===== config.mk =====
export PLATFORM = sky130hd
export DESIGN_NAME = significant_motion_detector_flat
export DESIGN_NICKNAME = d
export VERILOG_FILES = /design/src/sv/smd_pkg.sv /design/src/sv/smd_if.sv /design/src/sv/smd_cell.sv /design/src/sv/smd_cfg.sv /design/src/sv/significant_motion_detector.sv /design/src/flat_wrapper.sv
export SDC_FILE = /design/constraint.sdc
export NUM_CORES = 2
export LEC_CHECK = 0
export BUFFER_PORTS_ARGS = -buffer_cell sky130_fd_sc_hd__clkbuf_2
export CAP_MARGIN = 10
export CORE_UTILIZATION = 50
export CTS_BUF_LIST = sky130_fd_sc_hd__clkbuf_8
export CTS_CLUSTER_SIZE = 20
export DETAILED_ROUTE_END_ITERATION = 7
export PLACE_DENSITY = 0.67
export SYNTH_ARGS = -nofsm -noshare
export SYNTH_HDL_FRONTEND = slang
export SYNTH_HIERARCHICAL = 1
export SYNTH_SLANG_ARGS = --single-unit

===== constraint.sdc =====
create_clock -name clk -period 22.3 [get_ports clk]
set_input_delay 4.46 -clock clk [delete_from_list [all_inputs] [get_ports clk]]
set_output_delay 4.46 -clock clk [all_outputs]
set_load 0.01 [all_outputs]

===== src/sv/smd_pkg.sv =====
`timescale 1ns / 1ps

package smd_pkg;

  // Window and sample geometry.
  localparam int WINDOW_LOG2 = 3;
  localparam int AXIS_COUNT  = 3;
  localparam int SAMPLE_BITS = 16;
  localparam int WIN_LEN     = 1 << WINDOW_LOG2;

  // Field widths of the channels.
  localparam int ACCEL_W  = 16;
  localparam int TIME_W   = 32;
  localparam int ENERGY_W = 18;
  localparam int DCOUNT_W = 8;
  localparam int FIELD_COUNT = 3;

  // Internal arithmetic widths.
  localparam int WIDE_W  = (SAMPLE_BITS > ACCEL_W) ? SAMPLE_BITS : ACCEL_W;
  localparam int SUM_W   = SAMPLE_BITS + WINDOW_LOG2;
  localparam int DIFF_W  = SUM_W + 1;
  localparam int DEV_W   = SAMPLE_BITS + 1;
  localparam int TOT_W   = ((DEV_W + 2 > ENERGY_W) ? DEV_W + 2 : ENERGY_W) + 1;
  localparam int ESUM_W  = ENERGY_W + WINDOW_LOG2;
  localparam int FILL_W  = WINDOW_LOG2 + 1;

  localparam logic [ENERGY_W-1:0] ENERGY_MAX = '1;
  localparam logic [DCOUNT_W-1:0] RUN_MAX    = '1;

  // Configuration register map.
  localparam int CFG_ADDR_W = 4;
  localparam int CFG_DATA_W = 32;
  localparam int CFG_IDX_W  = CFG_ADDR_W - 2;
  localparam logic [CFG_IDX_W-1:0] REG_THRESHOLD = 2'd0;
  localparam logic [CFG_IDX_W-1:0] REG_FLOOR     = 2'd1;
  localparam logic [CFG_IDX_W-1:0] REG_DCOUNT    = 2'd2;
  localparam logic [CFG_IDX_W-1:0] REG_DELAY     = 2'd3;

  localparam logic [ENERGY_W-1:0] THRESHOLD_RST = 18'd2048;
  localparam logic [ENERGY_W-1:0] FLOOR_RST     = 18'd91;
  localparam logic [DCOUNT_W-1:0] DCOUNT_RST    = 8'd32;
  localparam logic [TIME_W-1:0]   DELAY_RST     = 32'd0;

  typedef logic signed [SAMPLE_BITS-1:0] smp_t;
  typedef smp_t [AXIS_COUNT-1:0] axis_vec_t;

  typedef struct packed {
    logic [ENERGY_W-1:0] energy_threshold;
    logic [ENERGY_W-1:0] min_energy;
    logic [DCOUNT_W-1:0] decision_count;
    logic [TIME_W-1:0]   event_delay;
  } cfg_t;

  typedef struct packed {
    logic axis_shift;
    logic energy_shift;
  } cell_ctl_t;

  // Take the low SAMPLE_BITS bits of an input field as a two's complement value.
  function automatic smp_t sext_sample(input logic [ACCEL_W-1:0] v);
    logic [WIDE_W-1:0] wide;
    wide = WIDE_W'(v);
    return smp_t'(wide[SAMPLE_BITS-1:0]);
  endfunction

endpackage


===== src/sv/smd_if.sv =====
`timescale 1ns / 1ps

// Sample channel: one timestamped three-axis sample per transaction.
interface smd_in_if;
  logic                                valid;
  logic                                ready;
  logic signed [smd_pkg::ACCEL_W-1:0]  accel_x;
  logic signed [smd_pkg::ACCEL_W-1:0]  accel_y;
  logic signed [smd_pkg::ACCEL_W-1:0]  accel_z;
  logic        [smd_pkg::TIME_W-1:0]   sample_time;

  modport source (output valid, accel_x, accel_y, accel_z, sample_time, input ready);
  modport sink   (input valid, accel_x, accel_y, accel_z, sample_time, output ready);
endinterface

// Result channel: one decision per sample.
interface smd_out_if;
  logic                                valid;
  logic                                ready;
  logic                                motion_now;
  logic                                motion_event;
  logic        [smd_pkg::TIME_W-1:0]   event_time;
  logic        [smd_pkg::ENERGY_W-1:0] energy_level;
  logic                                windows_full;

  modport source (output valid, motion_now, motion_event, event_time, energy_level,
                  windows_full, input ready);
  modport sink   (input valid, motion_now, motion_event, event_time, energy_level,
                  windows_full, output ready);
endinterface


===== src/sv/smd_cell.sv =====
`timescale 1ns / 1ps

// One slot of the moving windows: a sample of every axis and one energy value.
// The axis part and the energy part shift toward the older neighbor separately.
module smd_cell (
  input  logic                              clk,
  input  logic                              rst_n,
  input  smd_pkg::cell_ctl_t                ctl,
  input  smd_pkg::axis_vec_t                axis_in,
  input  logic [smd_pkg::ENERGY_W-1:0]      energy_in,
  output smd_pkg::axis_vec_t                axis_out,
  output logic [smd_pkg::ENERGY_W-1:0]      energy_out
);

  smd_pkg::axis_vec_t               axis_r;
  logic [smd_pkg::ENERGY_W-1:0]     energy_r;

  // Axis samples move one slot on each accepted sample.
  always_ff @(posedge clk) begin
    if (!rst_n) begin
      axis_r <= '0;
    end else if (ctl.axis_shift) begin
      axis_r <= axis_in;
    end
  end

  // Energy values move one slot when a deviation total enters the energy stage.
  always_ff @(posedge clk) begin
    if (!rst_n) begin
      energy_r <= '0;
    end else if (ctl.energy_shift) begin
      energy_r <= energy_in;
    end
  end

  assign axis_out   = axis_r;
  assign energy_out = energy_r;

endmodule


===== src/sv/smd_cfg.sv =====
`timescale 1ns / 1ps

// APB register file holding the four configuration registers.
module smd_cfg (
  input  logic                              clk,
  input  logic                              rst_n,
  input  logic                              cfg_psel,
  input  logic                              cfg_penable,
  input  logic                              cfg_pwrite,
  input  logic [smd_pkg::CFG_ADDR_W-1:0]    cfg_paddr,
  input  logic [smd_pkg::CFG_DATA_W-1:0]    cfg_pwdata,
  output logic [smd_pkg::CFG_DATA_W-1:0]    cfg_prdata,
  output logic                              cfg_pready,
  output smd_pkg::cfg_t                     cfg
);

  smd_pkg::cfg_t                      cfg_r;
  smd_pkg::cfg_t                      cfg_nxt;
  logic [smd_pkg::CFG_IDX_W-1:0]      reg_idx;
  logic                               wr_en;

  assign reg_idx    = cfg_paddr[smd_pkg::CFG_ADDR_W-1:2];
  assign wr_en      = cfg_psel && cfg_penable && cfg_pwrite;
  assign cfg_pready = 1'b1;

  // Write decode; each register keeps only its own width.
  always_comb begin
    cfg_nxt = cfg_r;
    if (wr_en) begin
      case (reg_idx)
        smd_pkg::REG_THRESHOLD:
          cfg_nxt.energy_threshold = cfg_pwdata[smd_pkg::ENERGY_W-1:0];
        smd_pkg::REG_FLOOR:     cfg_nxt.min_energy     = cfg_pwdata[smd_pkg::ENERGY_W-1:0];
        smd_pkg::REG_DCOUNT:    cfg_nxt.decision_count = cfg_pwdata[smd_pkg::DCOUNT_W-1:0];
        smd_pkg::REG_DELAY:     cfg_nxt.event_delay    = cfg_pwdata[smd_pkg::TIME_W-1:0];
        default: ;
      endcase
    end
  end

  always_ff @(posedge clk) begin
    if (!rst_n) begin
      cfg_r.energy_threshold <= smd_pkg::THRESHOLD_RST;
      cfg_r.min_energy       <= smd_pkg::FLOOR_RST;
      cfg_r.decision_count   <= smd_pkg::DCOUNT_RST;
      cfg_r.event_delay      <= smd_pkg::DELAY_RST;
    end else begin
      cfg_r <= cfg_nxt;
    end
  end

  // Read mux.
  always_comb begin
    case (reg_idx)
      smd_pkg::REG_THRESHOLD: cfg_prdata = smd_pkg::CFG_DATA_W'(cfg_r.energy_threshold);
      smd_pkg::REG_FLOOR:     cfg_prdata = smd_pkg::CFG_DATA_W'(cfg_r.min_energy);
      smd_pkg::REG_DCOUNT:    cfg_prdata = smd_pkg::CFG_DATA_W'(cfg_r.decision_count);
      smd_pkg::REG_DELAY:     cfg_prdata = smd_pkg::CFG_DATA_W'(cfg_r.event_delay);
      default:                cfg_prdata = '0;
    endcase
  end

  assign cfg = cfg_r;

endmodule


===== src/sv/significant_motion_detector.sv =====
`timescale 1ns / 1ps

// Significant motion detector.
// in_ch carries one timestamped accelerometer sample per transaction; out_ch
// returns exactly one result per sample, in order. The APB port (cfg_*) holds
// the energy threshold, the minimum energy, the decision count and the event
// delay at byte addresses 0, 4, 8 and 12; write it only while no sample is in
// flight.
// The moving windows are a row of eight cells that shift on every sample, so
// the oldest sample drops out of the last cell while the new one enters.
// A sample passes four register stages in order: axis sums, deviation total,
// energy window, decision; the result is held in the output register until
// taken. One sample per cycle is sustained while the receiver keeps taking
// results.
// Each stage has its own valid flag and moves on whenever the stage after it
// is free or empties in the same cycle, so the block keeps taking samples
// while a result waits in the output register. When the receiver stalls, the
// stages fill up and in_ch.ready falls once all four hold a sample.
// A synchronous reset (rst_n low) empties the pipeline, clears all windows,
// sums, the fill count and the run counter, and restores register defaults.
module significant_motion_detector (
  input  logic                              clk,
  input  logic                              rst_n,
  smd_in_if.sink                            in_ch,
  smd_out_if.source                         out_ch,
  input  logic                              cfg_psel,
  input  logic                              cfg_penable,
  input  logic                              cfg_pwrite,
  input  logic [smd_pkg::CFG_ADDR_W-1:0]    cfg_paddr,
  input  logic [smd_pkg::CFG_DATA_W-1:0]    cfg_pwdata,
  output logic [smd_pkg::CFG_DATA_W-1:0]    cfg_prdata,
  output logic                              cfg_pready
);

  localparam int NA = smd_pkg::AXIS_COUNT;
  localparam int NW = smd_pkg::WIN_LEN;
  localparam int WL = smd_pkg::WINDOW_LOG2;

  smd_pkg::cfg_t cfg;

  smd_cfg u_cfg (
    .clk         (clk),
    .rst_n       (rst_n),
    .cfg_psel    (cfg_psel),
    .cfg_penable (cfg_penable),
    .cfg_pwrite  (cfg_pwrite),
    .cfg_paddr   (cfg_paddr),
    .cfg_pwdata  (cfg_pwdata),
    .cfg_prdata  (cfg_prdata),
    .cfg_pready  (cfg_pready),
    .cfg         (cfg)
  );

  // Pipeline flow control.
  logic s1_v_r, s2_v_r, s3_v_r, out_v_r;
  logic accept, take2, take3, take4;

  assign take4        = s3_v_r && (!out_v_r || out_ch.ready);
  assign take3        = s2_v_r && (!s3_v_r || take4);
  assign take2        = s1_v_r && (!s2_v_r || take3);
  assign in_ch.ready  = !s1_v_r || take2;
  assign accept       = in_ch.valid && in_ch.ready;

  always_ff @(posedge clk) begin
    if (!rst_n) begin
      s1_v_r  <= 1'b0;
      s2_v_r  <= 1'b0;
      s3_v_r  <= 1'b0;
      out_v_r <= 1'b0;
    end else begin
      if (accept) s1_v_r <= 1'b1;
      else if (take2) s1_v_r <= 1'b0;
      if (take2) s2_v_r <= 1'b1;
      else if (take3) s2_v_r <= 1'b0;
      if (take3) s3_v_r <= 1'b1;
      else if (take4) s3_v_r <= 1'b0;
      if (take4) out_v_r <= 1'b1;
      else if (out_ch.ready) out_v_r <= 1'b0;
    end
  end

  // Row of window cells.
  smd_pkg::cell_ctl_t                 cell_ctl;
  smd_pkg::axis_vec_t                 new_axis;
  logic [smd_pkg::ENERGY_W-1:0]       new_energy;
  smd_pkg::axis_vec_t                 cell_axis   [NW];
  logic [smd_pkg::ENERGY_W-1:0]       cell_energy [NW];

  assign cell_ctl.axis_shift   = accept;
  assign cell_ctl.energy_shift = take3;

  genvar k;
  generate
    for (k = 0; k < NW; k++) begin : g_cell
      if (k == 0) begin : g_head
        smd_cell u_cell (
          .clk        (clk),
          .rst_n      (rst_n),
          .ctl        (cell_ctl),
          .axis_in    (new_axis),
          .energy_in  (new_energy),
          .axis_out   (cell_axis[k]),
          .energy_out (cell_energy[k])
        );
      end else begin : g_body
        smd_cell u_cell (
          .clk        (clk),
          .rst_n      (rst_n),
          .ctl        (cell_ctl),
          .axis_in    (cell_axis[k-1]),
          .energy_in  (cell_energy[k-1]),
          .axis_out   (cell_axis[k]),
          .energy_out (cell_energy[k])
        );
      end
    end
  endgenerate

  // Stage 1: running axis sums; the oldest sample leaves from the last cell.
  logic [smd_pkg::ACCEL_W-1:0]               accel_raw [smd_pkg::FIELD_COUNT];
  logic signed [smd_pkg::SUM_W-1:0]          axis_sum_r [NA];
  logic signed [smd_pkg::SUM_W-1:0]          s1_sum_r   [NA];
  smd_pkg::axis_vec_t                        s1_x_r;
  logic [smd_pkg::TIME_W-1:0]                s1_time_r;

  assign accel_raw[0] = in_ch.accel_x;
  assign accel_raw[1] = in_ch.accel_y;
  assign accel_raw[2] = in_ch.accel_z;

  always_comb begin
    for (int a = 0; a < NA; a++) begin
      new_axis[a] = smd_pkg::sext_sample(accel_raw[a]);
    end
  end

  always_ff @(posedge clk) begin
    if (!rst_n) begin
      for (int a = 0; a < NA; a++) axis_sum_r[a] <= '0;
    end else if (accept) begin
      for (int a = 0; a < NA; a++) begin
        axis_sum_r[a] <= axis_sum_r[a] - smd_pkg::SUM_W'(cell_axis[NW-1][a])
                         + smd_pkg::SUM_W'(new_axis[a]);
      end
    end
  end

  always_ff @(posedge clk) begin
    if (accept) begin
      for (int a = 0; a < NA; a++) begin
        s1_sum_r[a] <= axis_sum_r[a] - smd_pkg::SUM_W'(cell_axis[NW-1][a])
                       + smd_pkg::SUM_W'(new_axis[a]);
      end
      s1_x_r    <= new_axis;
      s1_time_r <= in_ch.sample_time;
    end
  end

  // Stage 2: absolute deviation from the floored mean, summed and saturated.
  logic signed [smd_pkg::SUM_W-1:0]   mean_c;
  logic signed [smd_pkg::DIFF_W-1:0]  diff_c;
  logic [smd_pkg::DIFF_W-1:0]         mag_c;
  logic [smd_pkg::TOT_W-1:0]          total_c;
  logic [smd_pkg::ENERGY_W-1:0]       s2_dev_r;
  logic [smd_pkg::TIME_W-1:0]         s2_time_r;

  always_comb begin
    total_c = '0;
    mean_c  = '0;
    diff_c  = '0;
    mag_c   = '0;
    for (int a = 0; a < NA; a++) begin
      mean_c  = s1_sum_r[a] >>> WL;
      diff_c  = smd_pkg::DIFF_W'(s1_x_r[a]) - smd_pkg::DIFF_W'(mean_c);
      mag_c   = diff_c[smd_pkg::DIFF_W-1] ? -diff_c : diff_c;
      total_c = total_c + smd_pkg::TOT_W'(mag_c[smd_pkg::DEV_W-1:0]);
    end
  end

  always_ff @(posedge clk) begin
    if (take2) begin
      s2_dev_r  <= (total_c > smd_pkg::TOT_W'(smd_pkg::ENERGY_MAX)) ?
                   smd_pkg::ENERGY_MAX : total_c[smd_pkg::ENERGY_W-1:0];
      s2_time_r <= s1_time_r;
    end
  end

  // Stage 3: energy window, smoothed energy with floor, fill count.
  logic [smd_pkg::ESUM_W-1:0]         esum_r;
  logic [smd_pkg::ESUM_W-1:0]         esum_nxt;
  logic [smd_pkg::ENERGY_W-1:0]       energy_c;
  logic [smd_pkg::FILL_W-1:0]         fill_r;
  logic [smd_pkg::FILL_W-1:0]         fill_nxt;
  logic [smd_pkg::ENERGY_W-1:0]       s3_energy_r;
  logic                               s3_full_r;
  logic [smd_pkg::TIME_W-1:0]         s3_time_r;

  assign new_energy = s2_dev_r;
  assign esum_nxt   = esum_r - smd_pkg::ESUM_W'(cell_energy[NW-1])
                      + smd_pkg::ESUM_W'(s2_dev_r);
  assign energy_c   = smd_pkg::ENERGY_W'(esum_nxt >> WL);
  assign fill_nxt   = (fill_r == smd_pkg::FILL_W'(NW)) ? fill_r
                      : fill_r + smd_pkg::FILL_W'(1);

  always_ff @(posedge clk) begin
    if (!rst_n) begin
      esum_r <= '0;
      fill_r <= '0;
    end else if (take3) begin
      esum_r <= esum_nxt;
      fill_r <= fill_nxt;
    end
  end

  always_ff @(posedge clk) begin
    if (take3) begin
      s3_energy_r <= (energy_c < cfg.min_energy) ? cfg.min_energy : energy_c;
      s3_full_r   <= (fill_nxt == smd_pkg::FILL_W'(NW));
      s3_time_r   <= s2_time_r;
    end
  end

  // Stage 4: run counter and motion decision into the output register.
  logic [smd_pkg::DCOUNT_W-1:0]       run_r;
  logic [smd_pkg::DCOUNT_W-1:0]       run_inc;
  logic                               was_moving_r;
  logic                               moving_c;
  logic                               out_now_r;
  logic                               out_event_r;
  logic [smd_pkg::TIME_W-1:0]         out_time_r;
  logic [smd_pkg::ENERGY_W-1:0]       out_energy_r;
  logic                               out_full_r;

  always_comb begin
    if (s3_energy_r >= cfg.energy_threshold) begin
      run_inc = (run_r == smd_pkg::RUN_MAX) ? run_r : run_r + smd_pkg::DCOUNT_W'(1);
    end else begin
      run_inc = '0;
    end
    moving_c = s3_full_r && (run_inc > cfg.decision_count);
  end

  always_ff @(posedge clk) begin
    if (!rst_n) begin
      run_r        <= '0;
      was_moving_r <= 1'b0;
    end else if (take4 && s3_full_r) begin
      run_r        <= moving_c ? cfg.decision_count : run_inc;
      was_moving_r <= moving_c;
    end
  end

  always_ff @(posedge clk) begin
    if (take4) begin
      out_now_r    <= moving_c;
      out_event_r  <= moving_c && !was_moving_r;
      out_time_r   <= s3_time_r - cfg.event_delay;
      out_energy_r <= s3_energy_r;
      out_full_r   <= s3_full_r;
    end
  end

  assign out_ch.valid        = out_v_r;
  assign out_ch.motion_now   = out_now_r;
  assign out_ch.motion_event = out_event_r;
  assign out_ch.event_time   = out_time_r;
  assign out_ch.energy_level = out_energy_r;
  assign out_ch.windows_full = out_full_r;

  // An event is always a sample with motion declared.
  a_event_moving: assert property (@(posedge clk) disable iff (!rst_n)
    out_v_r && out_event_r |-> out_now_r)
    else $error("motion event without motion declared");

  // Motion is only declared once the windows are full.
  a_now_full: assert property (@(posedge clk) disable iff (!rst_n)
    out_v_r && out_now_r |-> out_full_r)
    else $error("motion declared before windows filled");

  // The held decision state agrees with the pending event.
  a_event_was: assert property (@(posedge clk) disable iff (!rst_n)
    out_v_r && out_event_r |-> was_moving_r)
    else $error("motion event not recorded in decision state");

  // The fill count never passes the window length.
  a_fill_bound: assert property (@(posedge clk) disable iff (!rst_n)
    fill_r <= smd_pkg::FILL_W'(NW))
    else $error("fill count beyond window length");

  // A sample accepted reaches the first stage on the next edge.
  a_accept_s1: assert property (@(posedge clk) disable iff (!rst_n)
    accept |=> s1_v_r)
    else $error("accepted sample lost before first stage");

endmodule

===== src/flat_wrapper.sv =====
// flat-port wrapper written by rule: the top's interface ports become plain ports
module significant_motion_detector_flat 
  (clk, rst_n, cfg_psel, cfg_penable, cfg_pwrite, cfg_paddr, cfg_pwdata, cfg_prdata, cfg_pready, in_ch_valid, in_ch_accel_x, in_ch_accel_y, in_ch_accel_z, in_ch_sample_time, in_ch_ready, out_ch_valid, out_ch_motion_now, out_ch_motion_event, out_ch_event_time, out_ch_energy_level, out_ch_windows_full, out_ch_ready);
  smd_in_if in_ch_i ();
  smd_out_if out_ch_i ();
  input  logic clk;
  input  logic rst_n;
  input  logic cfg_psel;
  input  logic cfg_penable;
  input  logic cfg_pwrite;
  input  logic [smd_pkg::CFG_ADDR_W-1:0] cfg_paddr;
  input  logic [smd_pkg::CFG_DATA_W-1:0] cfg_pwdata;
  output logic [smd_pkg::CFG_DATA_W-1:0] cfg_prdata;
  output logic cfg_pready;
  input wire logic [$bits(in_ch_i.valid)-1:0] in_ch_valid;
  input wire logic [$bits(in_ch_i.accel_x)-1:0] in_ch_accel_x;
  input wire logic [$bits(in_ch_i.accel_y)-1:0] in_ch_accel_y;
  input wire logic [$bits(in_ch_i.accel_z)-1:0] in_ch_accel_z;
  input wire logic [$bits(in_ch_i.sample_time)-1:0] in_ch_sample_time;
  output wire logic [$bits(in_ch_i.ready)-1:0] in_ch_ready;
  output wire logic [$bits(out_ch_i.valid)-1:0] out_ch_valid;
  output wire logic [$bits(out_ch_i.motion_now)-1:0] out_ch_motion_now;
  output wire logic [$bits(out_ch_i.motion_event)-1:0] out_ch_motion_event;
  output wire logic [$bits(out_ch_i.event_time)-1:0] out_ch_event_time;
  output wire logic [$bits(out_ch_i.energy_level)-1:0] out_ch_energy_level;
  output wire logic [$bits(out_ch_i.windows_full)-1:0] out_ch_windows_full;
  input wire logic [$bits(out_ch_i.ready)-1:0] out_ch_ready;
  assign in_ch_i.valid = in_ch_valid;
  assign in_ch_i.accel_x = in_ch_accel_x;
  assign in_ch_i.accel_y = in_ch_accel_y;
  assign in_ch_i.accel_z = in_ch_accel_z;
  assign in_ch_i.sample_time = in_ch_sample_time;
  assign in_ch_ready = in_ch_i.ready;
  assign out_ch_valid = out_ch_i.valid;
  assign out_ch_motion_now = out_ch_i.motion_now;
  assign out_ch_motion_event = out_ch_i.motion_event;
  assign out_ch_event_time = out_ch_i.event_time;
  assign out_ch_energy_level = out_ch_i.energy_level;
  assign out_ch_windows_full = out_ch_i.windows_full;
  assign out_ch_i.ready = out_ch_ready;
  significant_motion_detector u_core (.clk(clk), .rst_n(rst_n), .in_ch(in_ch_i), .out_ch(out_ch_i), .cfg_psel(cfg_psel), .cfg_penable(cfg_penable), .cfg_pwrite(cfg_pwrite), .cfg_paddr(cfg_paddr), .cfg_pwdata(cfg_pwdata), .cfg_prdata(cfg_prdata), .cfg_pready(cfg_pready));
endmodule

==> out/summary.txt <==
Starting density of the core - 50.8%
Initial antenna violation count - 4
Vias in the first global route - 30.5k
Period utilisation layout - 47.4%
Mapped Nets - 5060
Final Hold Viols - 0
Root Buffer - clkbuf_8
Avg Inst Size Synth - 10.7 µm²
Gr usage total - 19.0%
Cell row count - 114
Seq/Total Area, Yosys - 46.6%
Peak supply drop - 0.252 mV
Largest area contributor in the netlist - dfxtp_1
Combinational share of power - 51.2%
GP Congestion - 0.874
Cts bufs inserted - 168
Final Critical Period - 10.57 ns
Netlist cell types - 92
Post-synthesis compound-gate area fraction - 7.08%
PD cells - 146 mW/mm²
CP most frequent cell - clkbuf_2
Drt via density - 5.05
Crit. End Element - primary output
Critical Path AT - 6.11 ns
Slew headroom - 25.3%
Largest family of logic cells by synthesized area - simple AND/OR/NAND/NOR gates
Slowest CP cell - clkbuf_2
Pleak - 22.6 nW
# nets final - 5276
Max-Cap Viols - 0
Avg WL per Cell - 15.2 µm
Netlist Area Pre-Place - 0.0494 mm²
PostCTS Resize Cnt - 0
Clock slew at reported path FFs - 0.06 ns
Crit path cell chain - clkbuf_2, and2_1, nand2_1, o21ai_0, clkbuf_2
Worst hold path class - flop to flop
CTS tree - done
Die Wd - 316 µm
I/O Pins - 211
Slew Viols, Final - 0
Mux contribution to synthesized area - 13.1%
Final setup violation count - 0
Outcome - complete, no violations
Residual DRC - 0
Global-route wire length before repair - 154000 µm
Fmax - 0.0946 GHz
Synth Area in Adders - 9.50%
Hold Slack - 0.411 ns
Placed wire-length estimate - 65300 µm
Async S/R FF share, synth - 0%
DRC violation total after the first TritonRoute iteration - 1566
Switch share - 39.8%
Yosys warnings - 6
Internal - 4.79 mW
Synth Instances - 4618
Die Y - 316 µm
Port buffer count - 207
Share of cells above drive strength 1 - 10.5%
Via count - 31.5k
Clk_lat worst skew - 0.84 ns
Crit-path leading delay family - buffers and inverters
Net Switching - 3.17 mW
Sequential Power Share - 28.6%
Simple-gate share of the synthesized area - 14.1%
Largest net degree at the start of global routing - 228
Area Growth Syn to Fin - 10.1%
Post-CTS Hold Buffers - 0
Unrepaired setup endpoints after global routing - no
Worst-path maximum fanout - 38
Overflow after GRT - 0
Drt first pass iters - 5
Largest cells by area after synthesis - dfxtp_1, edfxtp_1, mux2i_1
Number of synthesized flops with an enable pin - 339
Num Clock Sinks - 981
Post-Route Skew - 0.0390 ns
Final wirelength - 95000 µm
Clk pwr share - 20.2%
Setup TNS - 0 ns
Worst slew pin tran - 1.12 ns
Critical path data required time - 17.84 ns
Htree depth - 4
# Post-CTS Setup Buffers - 0
Largest stage delay, worst path - 0.76 ns
Routed Antenna Nets - 0
FF+latch count, synth - 981
Clk buf depth - 3
Commonest register cell after synthesis - dfxtp_1
Post-synthesis xor/xnor area fraction - 2.99%
Crit Path Category - input port to primary output
Core Box Area - 0.0973 mm²
Yosys top cell area share - 26.0%
Die area - 0.100 mm²
Worst path bufs/invs - 2
CP startpoint kind - input port
==> sequential cells by signal (all words and copies together) (netlist names), 18 cells and up <==
name                                    cells
u_core/s1_time_r                           32
u_core/s2_time_r                           32
u_core/g_cell.g_body.u_cell/energy_out    126
u_core/out_ch.energy_level                 18
u_core/axis_sum_r                          57
u_core/u_cfg/cfg                           76
u_core/g_cell.g_head.u_cell/energy_out     18
u_core/s3_energy_r                         18
u_core/out_ch.event_time                   32
u_core/new_energy                          18
u_core/g_cell.g_body.u_cell/axis_out      336
u_core/s1_x_r                              48
u_core/esum_r                              21
u_core/g_cell.g_head.u_cell/axis_out       48
u_core/s1_sum_r                            48
u_core/s3_time_r                           32
==> power groups by stage <==
stage,sequential (mW),combinational (mW),clock (mW)
after CTS,2.28,4.07,1.66
after global placement,2.31,3.97,0
final,2.28,4.08,1.61
after global routing,2.29,4.62,1.75
after detailed placement,2.32,4.04,0
after floorplan,2.29,3.20,0
==> worst paths after layout <==
| check | endpoint | from | depth (start not counted) | slack [ns] |
|---|---|---|---|---|
| max reg2reg | u_core/new_energy[0] | u_core/s1_x_r[32] | 24 | 15.24 |
| min | u_core/s2_time_r[15] | u_core/s1_time_r[15] | 0 | 0.41 |
| max | cfg_prdata[15] | cfg_paddr[2] | 5 | 11.73 |
| min reg2reg | u_core/s2_time_r[15] | u_core/s1_time_r[15] | 0 | 0.41 |
==> cells in the final DEF, fill, tap and decap left out, types with 18 or more instances in the layout <==
master    netlist  layout
a21oi_1       151     151
ha_1          225     225
a31oi_1        30      29
nor3_1         56      55
and3_1         38      38
xor2_1         61      61
and2_1         53      52
o21a_1         35      35
o21ai_0       105     105
dfxtp_1       642     642
buf_4          40      26
nand2_1       256     256
nand2b_1       36      35
clkinv_2        0      18
a21boi_0       28      27
fa_1           94      94
nor2_1        130     130
nand4_1        19      19
nor2b_1       578     578
edfxtp_1      339     339
xnor2_1       106     106
a21o_1         45      45
o21ai_1        21      20
nand3_1        38      38
clkbuf_8        0     198
clkbuf_2        8     206
mux2i_1       622     622
inv_1         509     572
==> per-layer routing <==
metal	wire length, µm	part of all wire [%]	track usage [%]
met5	0	0	0
met4	2830	3.0	7.31
met3	3720	3.9	3.60
met2	44400	47	31.3
met1	44000	46	24.6
==> Yosys cell counts, types with 95 or more instances <==
cell,number
dfxtp_1,642
mux2i_1,622
nor2b_1,578
inv_1,509
edfxtp_1,339
nand2_1,256
ha_1,225
a21oi_1,151
nor2_1,130
xnor2_1,106
o21ai_0,105
clkbuf_1,95
==> kinds of logic (layout without fill, tap and decap cells) <==
| family | Yosys count | count (layout) |
|---|---|---|
| and+or+nand+nor | 1272 | 1272 |
| DFF | 981 | 981 |
| buffers and inverters | 697 | 1049 |
| muxes | 636 | 636 |
| AOI/OAI and AO/OA | 544 | 544 |
| adders and majority gates | 319 | 319 |
| xor gates and xnor gates | 168 | 168 |
| other | 1 | 3 |
==> metrics by stage <==
stage               instances  setup slack, ns  power [mW]  utilization (%)  instance area (µm²)
finish                   6248            11.73        7.96             55.9                54400
global route             6248            11.56        8.66             55.9                54400
CTS                      6246            11.73        8.01             55.9                54400
global placement         5940            11.77        6.28             52.4                51000
floorplan                4618             8.47        5.49                -                49400
detailed placement       5940            11.73        6.35             52.4                51000
==> layout make-up <==
type	instances	area, µm²
Clock inverter	108	673
Multi-Input combinational cell	2940	23200
Timing Repair Buffer	234	1260
Tap cell	1276	1600
Antenna cell	2	5.00
Inverter	509	1920
Sequential cell	981	23000
Fill cell	8463	42900
Clock buffer	198	2730
Note: power is estimated with default switching activity, not from simulation.
